File: config.mk
export PLATFORM = sky130hd
export DESIGN_NAME = bb3_avg
export DESIGN_NICKNAME = d
export VERILOG_FILES = /design/src/rtl/bb3_pkg.sv /design/src/rtl/bb3_avg.sv
export SDC_FILE = /design/constraint.sdc
export NUM_CORES = 2
export LEC_CHECK = 0
export BUFFER_PORTS_ARGS = -buffer_cell sky130_fd_sc_hd__buf_2
export CAP_MARGIN = 20
export CORE_MARGIN = 1
export CORE_UTILIZATION = 58
export DETAILED_ROUTE_END_ITERATION = 6
export GPL_TIMING_DRIVEN = 0
export PLACE_DENSITY = 0.84
export SLEW_MARGIN = 10
export SYNTH_ARGS = -nofsm -noshare
export SYNTH_HDL_FRONTEND = slang
export SYNTH_SLANG_ARGS = --single-unit
File: constraint.sdc
create_clock -name clk -period 9.5 [get_ports clk]
set_input_delay 1.9 -clock clk [delete_from_list [all_inputs] [get_ports clk]]
set_output_delay 1.9 -clock clk [all_outputs]
set_load 0.01 [all_outputs]
File: src/rtl/bb3_pkg.sv
package bb3_pkg;

  localparam int CH_W   = 8;
  localparam int PIX_W  = 3 * CH_W;
  localparam int FW_W   = 11;
  localparam int FH_W   = 13;
  localparam int OROW_W = 12;
  localparam int OCOL_W = 10;
  localparam int SUM_W  = 12;
  localparam int CNT_W  = 4;
  localparam int REC_SH = 18;
  localparam int REC_W  = REC_SH + 1;
  localparam int PRD_W  = SUM_W + REC_W;
  localparam int CELLS  = 9;

  localparam int MAX_WIDTH_DEF  = 1024;
  localparam int MAX_HEIGHT_DEF = 4096;

  localparam logic [FW_W-1:0] FW_RST = 11'd1024;
  localparam logic [FH_W-1:0] FH_RST = 13'd768;

  localparam logic REG_WIDTH  = 1'b0;
  localparam logic REG_HEIGHT = 1'b1;

  // cell index = col*3 + row, col 0 oldest, row 0 top
  typedef logic [CELLS-1:0][PIX_W-1:0] win_t;

  typedef struct packed {
    logic             start;
    logic [CELLS-1:0] mask;
  } avg_req_t;

  // ceil(2^18 / n)
  function automatic logic [REC_W-1:0] recip(input logic [CNT_W-1:0] n);
    logic [REC_W-1:0] r;
    case (n)
      4'd2:    r = 19'd131072;
      4'd3:    r = 19'd87382;
      4'd4:    r = 19'd65536;
      4'd5:    r = 19'd52429;
      4'd6:    r = 19'd43691;
      4'd7:    r = 19'd37450;
      4'd8:    r = 19'd32768;
      4'd9:    r = 19'd29128;
      default: r = 19'd262144;
    endcase
    return r;
  endfunction

endpackage

File: src/rtl/bb3_avg.sv
module bb3_avg (
  input  logic                    clk,
  input  logic                    rst_n,
  input  bb3_pkg::avg_req_t       req,
  input  bb3_pkg::win_t           win,
  output logic                    done,
  output logic [bb3_pkg::CH_W-1:0] blue,
  output logic [bb3_pkg::CH_W-1:0] green,
  output logic [bb3_pkg::CH_W-1:0] red
);

  logic [bb3_pkg::SUM_W-1:0] sb_nxt, sg_nxt, sr_nxt;
  logic [bb3_pkg::SUM_W-1:0] sb_r, sg_r, sr_r;
  logic [bb3_pkg::CNT_W-1:0] n_r;
  logic                      s1_v_r, done_r;
  logic [bb3_pkg::REC_W-1:0] rec;
  logic [bb3_pkg::SUM_W-1:0] half;
  logic [bb3_pkg::PRD_W-1:0] pb, pg, pr;
  logic [bb3_pkg::CH_W-1:0]  b_r, g_r, r_r;

  always_comb begin
    sb_nxt = '0;
    sg_nxt = '0;
    sr_nxt = '0;
    for (int i = 0; i < bb3_pkg::CELLS; i++) begin
      if (req.mask[i]) begin
        sb_nxt = sb_nxt + bb3_pkg::SUM_W'(win[i][7:0]);
        sg_nxt = sg_nxt + bb3_pkg::SUM_W'(win[i][15:8]);
        sr_nxt = sr_nxt + bb3_pkg::SUM_W'(win[i][23:16]);
      end
    end
  end

  assign rec  = bb3_pkg::recip(n_r);
  assign half = bb3_pkg::SUM_W'(n_r >> 1);
  assign pb   = bb3_pkg::PRD_W'(sb_r + half) * bb3_pkg::PRD_W'(rec);
  assign pg   = bb3_pkg::PRD_W'(sg_r + half) * bb3_pkg::PRD_W'(rec);
  assign pr   = bb3_pkg::PRD_W'(sr_r + half) * bb3_pkg::PRD_W'(rec);

  always_ff @(posedge clk) begin
    if (!rst_n) begin
      s1_v_r <= 1'b0;
      done_r <= 1'b0;
    end else begin
      s1_v_r <= req.start;
      done_r <= s1_v_r;
    end
    if (req.start) begin
      sb_r <= sb_nxt;
      sg_r <= sg_nxt;
      sr_r <= sr_nxt;
      n_r  <= bb3_pkg::CNT_W'($countones(req.mask));
    end
    if (s1_v_r) begin
      b_r <= pb[bb3_pkg::REC_SH +: bb3_pkg::CH_W];
      g_r <= pg[bb3_pkg::REC_SH +: bb3_pkg::CH_W];
      r_r <= pr[bb3_pkg::REC_SH +: bb3_pkg::CH_W];
    end
  end

  assign done  = done_r;
  assign blue  = b_r;
  assign green = g_r;
  assign red   = r_r;

endmodule

==> Flow_metrics.wiki <==
{| class="wikitable"
! Metric !! Value
|-
| Post-Syn Area || 33,200 um2
|-
| Sort of element at the end of the critical path || flip-flop
|-
| XOR/XNOR share of the synthesized area || 5.63%
|-
| Post-layout min period || 10,170 ps
|-
| First-pass GRT wire length || 159,000 um
|-
| Cell depth of the worst flop-to-flop path || 26
|-
| H-Tree Level Count || 3
|-
| Effective utilization at floorplan || 58.8%
|-
| Net count of the mapped netlist || 4,984
|-
| Area overhead of the layout relative to synthesis || 18.1%
|-
| Final routed wire length divided by cell count || 21.2 um
|-
| Count of flip-flops with a built-in enable after synthesis || 64
|-
| RSZ-0062 raised after global routing || yes
|-
| Post-Route Hold Slack || 795 ps
|-
| # IOs || 253
|-
| Placeable core region || 56,500 um2
|-
| Number of buffers inserted during clock tree synthesis || 9
|-
| Hpwl dp || 81,900 um
|-
| Die span in x || 241 um
|-
| Launch instance of the worst min-delay path || n_r[0]
|-
| Number of hold violations in the final report || 0
|-
| Pre-CTS setup slack || -1280 ps
|-
| Final weighted congestion of routability-driven global placement || 1.02
|-
| Detailed Routing Iterations Pass 1 || 6
|-
| Via count of the first global-routing pass || 30,300
|-
| Crit path setup slack, layout || -667 ps
|-
| Worst hold endpoint || rec[17]
|-
| Maximum number of pins on one net before global-route repair || 42
|-
| Sinks on Clock Net || 83
|-
| Run status || finished with violations
|-
| TritonCTS clock tree || built
|-
| Total routing usage reported by global routing || 35.8%
|-
| Worst hold stages || 3
|-
| Final cell utilization of the core || 69.4%
|-
| DIE HEIGHT || 241 um
|-
| Headroom to the max-slew limit || 20.6%
|-
| WP buf/inv || 5
|-
| Class of the most critical hold timing path || flip-flop to flip-flop
|-
| Synth Area in Compound Gates || 12.2%
|-
| Number of violations of the max-capacitance limit || 0
|-
| CTS clock-pin slew for the worst setup and hold paths || 70 ps
|-
| Post-synthesis register bit count || 83
|-
| Maximum root-to-sink buffer count || 2
|-
| Top cell family by delay on the critical path || compound AO/OA/AOI/OAI gates
|-
| Most frequent CP cell || ha_4
|-
| Slowest cell on crit path || ha_1
|-
| Crit path DAT || 10,290 ps
|-
| RR Endpoint || green[7]
|-
| Post-route antenna net violation count || 0
|-
| Routed wire length || 107,000 um
|-
| Largest clock skew in the final design || 13.2 ps
|-
| Commonest cells after routing, fill and taps aside || inv_1 (634), fa_1 (545), nand2_1 (472), ha_1 (273), buf_2 (252)
|-
| Setup slack of the worst register-to-register path || 620 ps
|-
| Via Count || 30,400
|-
| Average cell area after synthesis || 8.63 um2
|-
| Final period util || 107%
|-
| Port Buffers || 252
|-
| Insertion delay of the later-clocked pin in the worst-skew pair || 380 ps
|-
| Leading cell type in the layout, fill and taps excluded || inv_1
|-
| Asr flop ratio synth || 0%
|-
| Final number of setup-violating endpoints || 17
|-
| Synth Flop Type || edfxtp_1
|-
| Post-synthesis simple-gate area fraction || 16.2%
|-
| Clock tree root buffer cell || clkbuf_16
|-
| CP Launch Type || input port
|-
| Area of the die || 58,200 um2
|-
| Post-synthesis instance total || 3,847
|-
| Combinational family with the most area after synthesis || adder cells
|-
| Remaining global-route overflow || 0
|-
| First DRT Iteration DRCs || 2,744
|-
| Number of nets in the finished design || 5,403
|-
| Adder-cell area share of the yosys netlist || 46.7%
|-
| Worst endpoint required time || 9630 ps
|-
| Transition time at the pin with the least slew margin || 1190 ps
|-
| Worst Setup Path Type || input port to flip-flop
|-
| Worst-path fanout max || 8
|-
| Number of rows created at floorplan || 87
|-
| Logic depth of the worst setup path including buffers || 46
|-
| Warning count from the yosys run || 0
|-
| Total count of max-transition violations in the final report || 0
|-
| Initial antenna violation count || 21
|-
| Netlist cell types || 79
|-
| Share of layout cells above drive strength 1 || 19.1%
|-
| Sum Neg Setup Slack || -7360 ps
|-
| Violated checks || setup timing
|-
| DRC viols || 0
|-
| Multiplexer share of the synthesized area || 3.36%
|-
| R2R Path Start || n_r[2]
|-
| Proportion of synthesized chip area in sequential cells || 6.93%
|-
| Delay of the slowest cell on the worst path || 350 ps
|-
| Maximum clock frequency || 98.4 MHz
|-
| Average via count per standard cell || 6.03
|}
per-layer routing:
layer | routed length, um | global-route usage [%]
met5 | 23 | 0
met2 | 49800 | 59.3
met1 | 38000 | 43.8
met3 | 11400 | 6.80
met4 | 7710 | 20.3
what timing repair did:
action,in CTS,in global routing
gates resized for setup,196,111
setup endpoints to repair,21,21
gates cloned,0,1
setup buffers,107,43
hold buffers,0,0
pin swaps,96,102
layout make-up:
cell class	instances	area [um2]
timing repair buffer	408	2460
inverter	648	2430
clock inverter	7	98.8
multi-input combinational	2975	30100
sequential	83	2300
antenna	17	42.5
tap	756	946
clock buffer	9	225
buffer	141	581
fill	4106	17300
metrics by stage:
stage	area [um2]	cells
after floorplan	33900	3847
after global placement	36100	4855
after detailed placement	36100	4856
after CTS	38300	4979
after global routing	39200	5041
final	39200	5044
how the worst max path moves through the flow:
stage	startpoint	end	slack (ps)
after floorplan	win[8]	sg_r[11]	-50
after global placement	req[0]	sg_r[11]	-1220
after detailed placement	req[0]	sg_r[11]	-1280
after CTS	req[0]	sr_r[11]	-210
after global routing	req[0]	sb_r[11]	-1030
final	req[0]	sb_r[11]	-670
registers in the layout (all words and copies together), names as in the netlist:
signal,count
sr_r,12
done,1
green,8
rec,17
red,8
blue,8
n_r,4
sg_r,12
sb_r,12
s1_v_r,1
cells in the mapped netlist, types with 5 or more instances:
cell / instances / area (um2)
a211o_1: 6 / 52.6
a211oi_1: 34 / 255
a21boi_0: 10 / 75.1
a21o_1: 54 / 405
a21oi_1: 148 / 741
a31oi_1: 14 / 87.6
and2_1: 124 / 776
and3_1: 10 / 62.6
buf_1: 7 / 26.3
clkbuf_1: 133 / 499
dfxtp_1: 19 / 380
edfxtp_1: 64 / 1920
fa_1: 551 / 11000
ha_1: 358 / 4480
inv_1: 643 / 2410
mux2_2: 72 / 811
mux2i_1: 29 / 290
nand2_1: 478 / 1790
nand2b_1: 42 / 263
nand3_1: 21 / 105
nand3b_1: 6 / 45.0
nand4_1: 7 / 43.8
nor2_1: 163 / 612
nor2b_1: 188 / 1180
nor3_1: 58 / 290
nor3b_1: 5 / 37.5
o211ai_1: 11 / 82.6
o21a_1: 71 / 533
o21ai_0: 164 / 821
o21bai_1: 23 / 173
o2bb2ai_1: 5 / 43.8
o31a_1: 22 / 193
o31ai_1: 17 / 128
or2_2: 8 / 50.1
or3_1: 5 / 31.3
xnor2_1: 153 / 1340
xor2_1: 53 / 464
worst register-to-register path, delay by kind of cell, from the launching register on:
family	cells	cell delay, ps
AO/OA/AOI/OAI	10	2650
XOR/XNOR	2	1030
adder cells (fa/ha/maj)	7	3130
buffers and inverters	3	550
flip-flops	1	600
AND/OR/NAND/NOR	4	650
kinds of logic (layout without fill, tap and decap cells):
group | count (synthesis) | count (layout)
XOR/XNOR | 209 | 209
AND/OR/NAND/NOR | 1127 | 1127
adder cells (fa/ha/maj) | 909 | 909
AO/OA/AOI/OAI | 628 | 628
buffers and inverters | 789 | 1213
multiplexers | 102 | 102
other | 0 | 17
flip-flops | 83 | 83
Power is not shown: default switching activity piles up to over one toggle a cycle in this logic, so the estimate is an artifact.
